$ cat src/rtl/rts_pkg.sv
// ----------------------------------------------------------------------------
// rts_pkg: shared types and constants for the repeating timer scheduler
// Holds the timer count, operation codes and the entry record type.
// ----------------------------------------------------------------------------
`default_nettype none
package rts_pkg;
	localparam int TimerCount = 16;
	localparam int IdW = (TimerCount > 1) ? $clog2(TimerCount) : 1;
	localparam int CntW = $clog2(TimerCount + 1);
	localparam int FireLimit = 16;

	localparam logic [2:0] OP_START  = 3'd0;
	localparam logic [2:0] OP_STOP   = 3'd1;
	localparam logic [2:0] OP_AGAIN  = 3'd2;
	localparam logic [2:0] OP_REPEAT = 3'd3;
	localparam logic [2:0] OP_RUN    = 3'd4;
	localparam logic [2:0] OP_QUERY  = 3'd5;

	localparam logic [31:0] INT_MAX = 32'h7fff_ffff;
	localparam logic [31:0] WAIT_NONE = 32'hffff_ffff;

	typedef struct packed {
		logic [63:0] deadline;
		logic [63:0] order;
	} key_t;

	// strict ordering of (deadline, arming sequence)
	function automatic logic earlier(key_t a, key_t b);
		if (a.deadline != b.deadline) return a.deadline < b.deadline;
		return a.order < b.order;
	endfunction
endpackage
`default_nettype wire

$ cat src/rtl/rts_scan.sv
// ----------------------------------------------------------------------------
// rts_scan: sequential minimum search over the timer table
// Visits one entry per cycle and keeps the earliest eligible one.
// ----------------------------------------------------------------------------
`default_nettype none
module rts_scan (
	input  wire logic                 clk,
	input  wire logic                 arst_n,
	input  wire logic                 start,
	input  wire logic                 elig,
	input  wire rts_pkg::key_t        key,
	output logic [rts_pkg::IdW-1:0]   idx,
	output logic                      done,
	output logic                      found,
	output logic [rts_pkg::IdW-1:0]   best_id,
	output logic [63:0]               best_deadline
);
	import rts_pkg::*;

	logic          busy_q;
	logic [IdW-1:0] idx_q;
	logic          found_q;
	logic [IdW-1:0] best_q;
	key_t          bkey_q;
	logic          take;

	assign idx = idx_q;
	assign take = busy_q && elig && (!found_q || earlier(key, bkey_q));

	always_ff @(posedge clk or negedge arst_n) begin
		if (!arst_n) begin
			busy_q <= 1'b0;
			idx_q <= '0;
			found_q <= 1'b0;
			done <= 1'b0;
		end else begin
			done <= 1'b0;
			if (start) begin
				busy_q <= 1'b1;
				idx_q <= '0;
				found_q <= 1'b0;
			end else if (busy_q) begin
				if (take) found_q <= 1'b1;
				if (idx_q == IdW'(TimerCount - 1)) begin
					busy_q <= 1'b0;
					done <= 1'b1;
				end else begin
					idx_q <= idx_q + 1'b1;
				end
			end
		end
	end

	always_ff @(posedge clk) begin
		if (take) begin
			best_q <= idx_q;
			bkey_q <= key;
		end
	end

	assign found = found_q;
	assign best_id = best_q;
	assign best_deadline = bkey_q.deadline;

	assert property (@(posedge clk) disable iff (!arst_n) start |=> !done)
		else $error("scan done right after start");
	assert property (@(posedge clk) disable iff (!arst_n) done |-> !busy_q)
		else $error("scan still busy when done");
	assert property (@(posedge clk) disable iff (!arst_n)
		(busy_q && idx_q != IdW'(TimerCount - 1)) |=> busy_q)
		else $error("scan stopped early");
endmodule
`default_nettype wire

$ cat src/rtl/repeating_timer_scheduler.sv
// ----------------------------------------------------------------------------
// repeating_timer_scheduler: table of repeating timers with ordered firing
// Start, stop, again, set repeat, run and query over a small timer table.
// ----------------------------------------------------------------------------
// channel  direction  handshake          fields
// in       input      in_valid/in_stall  op timer_id delay repeat_interval now
// out      output     out_valid/out_stall status fired fired_id next_wait last
//
// table ops go through the exec and output states; query scans the table once
// run scans the table once per fired timer plus a closing scan, and passes
// through the output state only when nothing fires
// reset clears all timers, the sequence counter and the current time
// out_stall holds the result register and the sequencer, and stalls the input
// while a result waits
`default_nettype none
module repeating_timer_scheduler (
	input  wire logic        clk,
	input  wire logic        arst_n,
	input  wire logic        in_valid,
	output logic             in_stall,
	input  wire logic [2:0]  op,
	input  wire logic [3:0]  timer_id,
	input  wire logic [63:0] delay,
	input  wire logic [63:0] repeat_interval,
	input  wire logic [63:0] now,
	output logic             out_valid,
	input  wire logic        out_stall,
	output logic             status,
	output logic             fired,
	output logic [3:0]       fired_id,
	output logic signed [31:0] next_wait,
	output logic             last
);
	import rts_pkg::*;

	localparam logic [2:0] S_IDLE = 3'd0;
	localparam logic [2:0] S_EXEC = 3'd1;
	localparam logic [2:0] S_SCAN = 3'd2;
	localparam logic [2:0] S_WAIT = 3'd3;
	localparam logic [2:0] S_FIRE = 3'd4;
	localparam logic [2:0] S_OUT  = 3'd5;

	logic [2:0]  state_q;
	logic [2:0]  op_q;
	logic [3:0]  id_q;
	logic [63:0] delay_q, ivl_q, now_q;
	logic [TimerCount-1:0] armed_q, ever_q, done_q;
	logic [63:0] deadline_q [TimerCount];
	logic [63:0] reload_q [TimerCount];
	logic [63:0] order_q [TimerCount];
	logic [63:0] ocnt_q, time_q;
	logic [CntW-1:0] cnt_q;

	logic        scan_start;
	logic [IdW-1:0] sidx, sbest;
	logic        sdone, sfound;
	logic [63:0] sdl;
	logic        elig;
	key_t        skey;
	logic        fire_go;
	logic        due_next;
	logic        emit;

	// single arming path shared by start, again and firing
	logic        arm_en;
	logic [IdW-1:0] arm_t;
	logic [63:0] arm_dly, arm_ivl, arm_sum;
	logic [64:0] arm_raw;

	logic id_ok;
	logic [IdW-1:0] tid;

	assign id_ok = {28'd0, id_q} < 32'(TimerCount);
	assign tid = IdW'(id_q);

	assign elig = armed_q[sidx] && (state_q != S_SCAN || op_q != OP_RUN || !done_q[sidx]);
	assign skey = '{deadline: deadline_q[sidx], order: order_q[sidx]};

	rts_scan u_scan (
		.clk, .arst_n, .start(scan_start), .elig, .key(skey), .idx(sidx),
		.done(sdone), .found(sfound), .best_id(sbest), .best_deadline(sdl)
	);

	assign fire_go = !out_valid || !out_stall;
	assign due_next = sfound && (sdl <= time_q) && (32'(cnt_q) < 32'(FireLimit));
	assign emit = (state_q == S_OUT && fire_go)
		|| (state_q == S_WAIT && op_q == OP_RUN && cnt_q != '0);

	assign in_stall = (state_q != S_IDLE) || (out_valid && out_stall);
	assign scan_start = (state_q == S_EXEC && (op_q == OP_RUN || op_q == OP_QUERY))
		|| (state_q == S_FIRE && fire_go);
	assign arm_raw = {1'b0, time_q} + {1'b0, arm_dly};
	assign arm_sum = arm_raw[64] ? '1 : arm_raw[63:0];

	always_comb begin
		arm_en = 1'b0;
		arm_t = tid;
		arm_dly = delay_q;
		arm_ivl = ivl_q;
		if (state_q == S_EXEC && id_ok) begin
			if (op_q == OP_START) arm_en = 1'b1;
			else if (op_q == OP_AGAIN && ever_q[tid] && reload_q[tid] != 64'd0) begin
				arm_en = 1'b1;
				arm_dly = reload_q[tid];
				arm_ivl = reload_q[tid];
			end
		end else if (state_q == S_FIRE && fire_go && reload_q[sbest] != 64'd0) begin
			arm_en = 1'b1;
			arm_t = sbest;
			arm_dly = reload_q[sbest];
			arm_ivl = reload_q[sbest];
		end
	end

	always_ff @(posedge clk) begin
		if (arm_en) begin
			deadline_q[arm_t] <= arm_sum;
			reload_q[arm_t] <= arm_ivl;
			order_q[arm_t] <= ocnt_q;
		end else if (state_q == S_EXEC && id_ok && op_q == OP_REPEAT) begin
			reload_q[tid] <= ivl_q;
		end
		if (state_q == S_IDLE && in_valid) begin
			op_q <= op;
			id_q <= timer_id;
			delay_q <= delay;
			ivl_q <= repeat_interval;
			now_q <= now;
		end
	end

	always_ff @(posedge clk or negedge arst_n) begin
		if (!arst_n) begin
			state_q <= S_IDLE;
			armed_q <= '0;
			ever_q <= '0;
			done_q <= '0;
			ocnt_q <= '0;
			time_q <= '0;
			cnt_q <= '0;
			out_valid <= 1'b0;
			status <= 1'b0;
			fired <= 1'b0;
			fired_id <= '0;
			next_wait <= '0;
			last <= 1'b0;
		end else begin
			out_valid <= emit || (out_valid && out_stall);
			if (arm_en) begin
				armed_q[arm_t] <= 1'b1;
				ever_q[arm_t] <= 1'b1;
				ocnt_q <= ocnt_q + 64'd1;
			end
			unique case (state_q)
				S_IDLE: begin
					if (in_valid && !in_stall) state_q <= S_EXEC;
				end
				S_EXEC: begin
					status <= 1'b0;
					fired <= 1'b0;
					fired_id <= '0;
					next_wait <= '0;
					last <= 1'b1;
					if (op_q == OP_RUN) begin
						time_q <= now_q;
						done_q <= '0;
						cnt_q <= '0;
						state_q <= S_SCAN;
					end else if (op_q == OP_QUERY) begin
						state_q <= S_SCAN;
					end else begin
						if (id_ok && op_q == OP_STOP) armed_q[tid] <= 1'b0;
						if (id_ok && op_q == OP_AGAIN && !ever_q[tid]) status <= 1'b1;
						state_q <= S_OUT;
					end
				end
				S_SCAN: begin
					if (sdone) state_q <= S_WAIT;
				end
				S_WAIT: begin
					if (op_q == OP_QUERY) begin
						if (!sfound) next_wait <= WAIT_NONE;
						else if (sdl <= time_q) next_wait <= '0;
						else if (sdl - time_q > {32'd0, INT_MAX}) next_wait <= INT_MAX;
						else next_wait <= 32'(sdl - time_q);
						state_q <= S_OUT;
					end else if (due_next) begin
						state_q <= S_FIRE;
					end else if (cnt_q == '0) begin
						state_q <= S_OUT;
					end else begin
						// nothing more due or fire limit reached: the held expiry closes the run
						last <= 1'b1;
						state_q <= S_IDLE;
					end
				end
				S_FIRE: begin
					if (fire_go) begin
						if (reload_q[sbest] == 64'd0) armed_q[sbest] <= 1'b0;
						done_q[sbest] <= 1'b1;
						status <= 1'b0;
						fired <= 1'b1;
						fired_id <= 4'(sbest);
						next_wait <= '0;
						last <= 1'b0;
						cnt_q <= cnt_q + 1'b1;
						state_q <= S_SCAN;
					end
				end
				S_OUT: begin
					if (fire_go) state_q <= S_IDLE;
				end
				default: state_q <= S_IDLE;
			endcase
		end
	end

	assert property (@(posedge clk) disable iff (!arst_n)
		(state_q != S_IDLE) |-> in_stall)
		else $error("item taken while busy");
	assert property (@(posedge clk) disable iff (!arst_n)
		(state_q == S_FIRE) |-> (sfound && sdl <= time_q))
		else $error("firing a timer that is not due");
	assert property (@(posedge clk) disable iff (!arst_n)
		(out_valid && out_stall) |=> out_valid)
		else $error("result dropped under stall");
endmodule
`default_nettype wire

$ cat config.mk
export PLATFORM = sky130hd
export DESIGN_NAME = repeating_timer_scheduler
export DESIGN_NICKNAME = d
export VERILOG_FILES = /design/src/rtl/rts_pkg.sv /design/src/rtl/rts_scan.sv /design/src/rtl/repeating_timer_scheduler.sv
export SDC_FILE = /design/constraint.sdc
export NUM_CORES = 2
export LEC_CHECK = 0
export BUFFER_PORTS_ARGS = -buffer_cell sky130_fd_sc_hd__buf_4
export CAP_MARGIN = 20
export CORE_ASPECT_RATIO = 1.1
export CORE_MARGIN = 5
export CORE_UTILIZATION = 45
export DETAILED_ROUTE_END_ITERATION = 8
export MAX_ROUTING_LAYER = met4
export PLACE_DENSITY = 0.64
export SLEW_MARGIN = 10
export SYNTH_ARGS = -nofsm -noshare
export SYNTH_HDL_FRONTEND = slang
export SYNTH_SLANG_ARGS = --single-unit
$ cat constraint.sdc
create_clock -name clk -period 14.4 [get_ports clk]
set_clock_uncertainty 0.05 [all_clocks]
set_input_delay 0 -clock clk [delete_from_list [all_inputs] [get_ports clk]]
set_output_delay 0 -clock clk [all_outputs]
set_load 0.02 [all_outputs]
=== Yosys cells after proc, flatten, opt, wreduce, memory -nomap -nowiden ===
Memory sizes are Yosys's and may differ from the RTL's. A register that Yosys moved wholly into a read port is not among the register bits.
Cells that the tools add are included.
Widths: inputs -> output; s select.

* Flip-flop bits (word level): 562
* Bits in writable memories: 3072
* Input port bits: 203
* Output and inout port bits: 41
* Word-level logic and storage cells: 227
* Memories kept: 3

{| class="wikitable"
|+ Memory list
! memory !! words !! bits a word !! rd ports !! clocked after Yosys merged registers in !! wr ports !! line !! text
|-
| deadline_q || 16 || 64 || 1 || 0 || 1 || repeating_timer_scheduler.sv:48 || <nowiki>logic [63:0] deadline_q [TimerCount];</nowiki>
|-
| order_q || 16 || 64 || 1 || 0 || 1 || repeating_timer_scheduler.sv:50 || <nowiki>logic [63:0] order_q [TimerCount];</nowiki>
|-
| reload_q || 16 || 64 || 2 || 2 || 1 || repeating_timer_scheduler.sv:49 || <nowiki>logic [63:0] reload_q [TimerCount];</nowiki>
|}

* Add/subtract/negate cells: 5
* $lt $le $gt $ge: 12
* Equal/unequal tests: 24
* Muxes and demuxes: 94
* Bitwise operators: 7
* Reductions and logical operators: 57

{| class="wikitable"
|+ Operator list
! operator !! count
|-
| $mux 64 || 10
|-
| $mux 32 || 5
|-
| $lt 64x64->1 || 2
|-
| $mux 16 || 8
|-
| $reduce_bool 64->1 || 2
|-
| $pmux 32 s3 || 1
|-
| $add 64x64->65 || 1
|-
| $add 64x1->64 const B || 1
|-
| $gt 64x31->1 const B || 1
|-
| $le 64x64->1 || 1
|-
| $logic_not 64->1 || 1
|-
| $ne 64x64->1 || 1
|-
| $pmux 16 s2 || 2
|-
| $reduce_or 64->1 || 1
|-
| $sub 64x64->64 || 1
|-
| $or 16x16->16 || 3
|-
| $mux 1 || 36
|-
| $mux 4 || 9
|-
| $and 16x16->16 || 2
|-
| $not 16->16 || 2
|-
| $mux 3 || 9
|-
| $logic_and 1x1->1 || 21
|-
| $lt 4x5->1 const B || 4
|-
| $pmux 3 s6 || 1
|-
| other kinds (30) || 74
|}

=== Longest topological paths before layout ===
* Depth in word-level cells: 17
* Mapped depth: 36
* Mapped depth without buffers: 25

=== By module ===
Synthesis repeated with hierarchy kept, for this count alone.

* Cells, all modules: 8459
* Area total of the unflattened synthesis: 157079.4 µm²

{| class="wikitable"
|+ Modules (own cells, without submodules)
! module !! times used !! cells an instance !! area an instance (µm²) !! sequential area each (µm²)
|-
| repeating_timer_scheduler || 1 || 7785 || 149119.3 || 103909.7
|-
| rts_scan || 1 || 674 || 7960.1 || 4139.0
|}

=== Worst setup path before layout ===
OpenSTA, ideal clock, no wires.

* Kind: flip-flop to flip-flop
* From: register with a tool-made name
* To: register armed_q[2]
* Library setup time: 0.090 ns
* Arrival: 9.771 ns
* Data required time: 14.260 ns
* Setup slack: 4.489 ns
* Stages on the path, launching flop included: 16
* Path buffers: 6
* Period minus slack after synthesis: 9.911 ns
* Cell sequence: dfxtp_1 -> clkbuf_1 -> clkbuf_1 -> buf_1 -> mux4_2 -> mux4_2 -> nor4_1 -> nand4_1 -> nor4_2 -> nand2b_1 -> buf_4 -> buf_4 -> buf_2 -> a31oi_1 -> nor2_1 -> o221a_2

{| class="wikitable"
|+ RTL lines
! what !! line !! text
|-
| end signal: assignment || repeating_timer_scheduler.sv:135 || <nowiki>armed_q <= '0;</nowiki>
|-
| end signal: indexed assignment || repeating_timer_scheduler.sv:150 || <nowiki>armed_q[arm_t] <= 1'b1;</nowiki>
|-
| end signal: indexed assignment || repeating_timer_scheduler.sv:172 || <nowiki>if (id_ok && op_q == OP_STOP) armed_q[tid] <= 1'b0;</nowiki>
|-
| end: declaration || repeating_timer_scheduler.sv:47 || <nowiki>logic [TimerCount-1:0] armed_q, ever_q, done_q;</nowiki>
|}

==> metrics <==
run status complete, no violations; VDD IR max roughly 0.24 mV; PwrDens around 230 nW/um^2; final setup TNS 0 ns; worst-case clock buffer depth 4; Top FF cell, synth edfxtp_1; io pins roughly 240; arrival time worst endpoint approximately 12 ns; DR vias between 80000 and 90000; Synth Instances roughly 8400; largest net degree at the start of global routing roughly 120; Resize count post-CTS 0; Synth Area in Compound Gates roughly 4.3%; power share of the clock group a little under a quarter; placer congestion estimate 0.981; Final Core Density 52.0%; Core ar. approximately 350000 um^2; DIE AREA about 360000 um^2; drt drc 0; worst min path class primary input to flip-flop; global route overflow 0; clock sink count 3642; Adder-Cell Fraction of Synth Area roughly 2.1%; # H-tree levels 5; postcts setup bufs 0; Detailed Route Iter0 Violations roughly 12000; Mapped Area around 160000 um^2; worst path cell trace buf_12, buf_12, mux4_2, mux4_2, or4_1, nor4_1, nand4_1, nor2_1, or3_4, nand2_4, buf_4, nor2_1, nor3_1, ha_1, a21o_1, or4_1, a31o_2, a41oi_1, o21ai_0, a211oi_1, o21ai_0, a21oi_4, buf_4, o21ai_1; total of fill cells in the finished design roughly 27000; Routed wire per std cell 32.6 um; Unique masters post-synth 89; Worst-Margin Slew ~1.2 ns; number of enable flip-flop cells after synthesis 3403; post-route cell area around 180000 um^2; Max-slew headroom between 10% and 20%; Sw Pwr about 15 mW; hpwl dp 278000 um; switching share of total power approximately 37%; ys async rst share 6.34%; TritonCTS clock tree built; initial core utilization a little under half; minimum clock period 11.82 ns; register area ~110000 um^2; number of routed nets with antenna violations 0; max_cap viols 0; most common cell after layout, fill and taps aside edfxtp_1; Synthesized Nets 8900; simple-gate area share of the yosys netlist 3.87%; Comb power frac around two fifths; worst skew pair latency about 0.97 ns; Fin. Hold Viols 0; worst-path fanout max 73; overall die height roughly 630 um; multi-input logic area roughly 47000 um^2; commonest non-fill, non-tap cells in the layout edfxtp_1, mux4_2, buf_4; DIE WIDTH approximately 570 um; main combinational cell family by area after synthesis multiplexers; Worst-path clk slew 0.06 ns; Worst Setup Start Kind flip-flop; average size of a mapped cell about 19 um^2; P&R area growth vs syn 15.4%; leakage 60.2 nW; top flop regs deadline_q: 1024 flops, order_q: 1024 flops, reload_q: 1024 flops; CTS buffer count 371; first-pass GRT wire length between 600000 and 700000 um; share of layout cells above drive strength 1 between 20% and 30%; Port Buffers between 200 and 250; nets@finish just under 10000; Final period util approximately 82%; Int Power 26.5 mW; TritonRoute pass-1 iters 6; part of the Yosys area used for sequential elements 68.6%; number of global-route vias before repair 90100; unrepaired setup endpoints after global routing no; worst stage delay on the critical path slightly below 0.9 ns; Critical Path Slowest Stage Cell dfxtp_4; Seq cells post-synth 3642; Yosys warnings 0; Critical Path RT roughly 15 ns; post-synthesis mux area share a little under a fifth; drt total wl between 400000 and 500000 um; vias per cell 6.33; initial antenna violation count 20; Seq pwr share between 30% and 40%; Hold WS about 0.15 ns; post-placement cell area about 170000 um^2; Final Max Slew Viols 0; Setup crit end kind flip-flop; # rows 228; clock root buffer clkbuf_16; Crit Path Class flip-flop to flip-flop; GRT Overall Usage roughly a quarter; Fmax roughly 85 MHz; final setup fails 0; Post-Synth XOR/XNOR Area less than 1%
routing by layer:
layer,global-route usage [%],share of wire [%],vias to the layer above
li1,-,-,36400
met1,35.0,39,47400
met2,39.9,47,5066
met3,4.39,9.5,848
met4,8.98,4.3,0
met5,-,0,-
cells by family after synthesis:
family	count (synthesis)
compound gates	1026
xor+xnor	155
fa+ha+maj	261
buf+inv	718
flops	3642
mux	1339
simple gates	1295
power groups by stage:
stage / Combinational (mW) / Clock [mW] / Sequential (mW)
floorplan: 10.8 / 0 / 15.5
global placement: 15.8 / 0 / 15.9
detailed placement: 16.2 / 0 / 16.0
CTS: 16.3 / 9.85 / 15.8
global route: 17.6 / 10.3 / 15.8
finish: 16.5 / 9.73 / 15.8
critical path: cells and delay by family (launching register included):
| kind | cells | cell delay [ns] |
|---|---|---|
| AOI/OAI and AO/OA | 8 | 3.27 |
| DFF | 1 | 0.88 |
| adders and majority gates | 1 | 0.28 |
| and+or+nand+nor | 9 | 3.56 |
| buffers and inverters | 4 | 1.94 |
| muxes | 2 | 1.12 |
area by class of cell:
class / count / area share [%]
Multi-Input combinational cell: 4076 / 25.7
Inverter: 267 / 0.597
Clock inverter: 219 / 1.22
Clock buffer: 470 / 5.51
Timing Repair Buffer: 865 / 4.30
Tap cell: 4600 / 3.17
Antenna cell: 15 / 0.0206
Sequential cell: 3642 / 59.5
synthesized netlist by cell type (41+ instances only):
| master | instances | area, um^2 |
|---|---|---|
| a21o_1 | 130 | 976 |
| a21oi_1 | 249 | 1250 |
| and3_1 | 42 | 263 |
| buf_1 | 77 | 289 |
| buf_2 | 68 | 340 |
| clkbuf_1 | 266 | 998 |
| dfrtp_1 | 231 | 5780 |
| edfxtp_1 | 3403 | 102000 |
| ha_1 | 259 | 3240 |
| inv_1 | 265 | 995 |
| mux2i_1 | 85 | 851 |
| mux4_2 | 1241 | 27900 |
| nand2_1 | 361 | 1360 |
| nand3_1 | 88 | 440 |
| nand4_1 | 94 | 588 |
| nor2_1 | 393 | 1480 |
| nor3_1 | 90 | 450 |
| o21a_1 | 43 | 323 |
| o21ai_0 | 216 | 1080 |
| o22ai_1 | 41 | 257 |
| xnor2_1 | 108 | 946 |
| xor2_1 | 47 | 412 |
metrics by stage:
step	std cells	setup slack, ns	total power [mW]
4_1_cts	14100	2.77	41.9
3_5_place_dp	13000	2.80	32.1
3_3_place_gp	13000	2.95	31.8
2_1_floorplan	8436	4.49	26.3
5_1_grt	14100	2.06	43.7
6_report	14200	2.58	42.0
final timing paths:
kind | from | slack (ns) | cells past startpoint | to
max | flip-flop | 2.58 | 24 | deadline_q[13][43]
min | out_stall | 0.15 | 4 | done_q[12]
min reg2reg | ever_q[8] | 0.41 | 1 | ever_q[8]
max in group asynchronous | arst_n | 12.15 | 5 | u_scan.idx[1]
max reg2reg | flip-flop | 2.58 | 24 | deadline_q[13][43]
min in group asynchronous | arst_n | 0.24 | 4 | ocnt_q[47]
timing repair:
| action | 4_1_cts | 5_1_grt |
|---|---|---|
| endpoints found under the setup margin | 0 | 0 |
| endpoints found under the hold margin | 368 | 0 |
| hold buffers | 404 | 0 |
No activity file was read; power rests on OpenSTA's default activity.
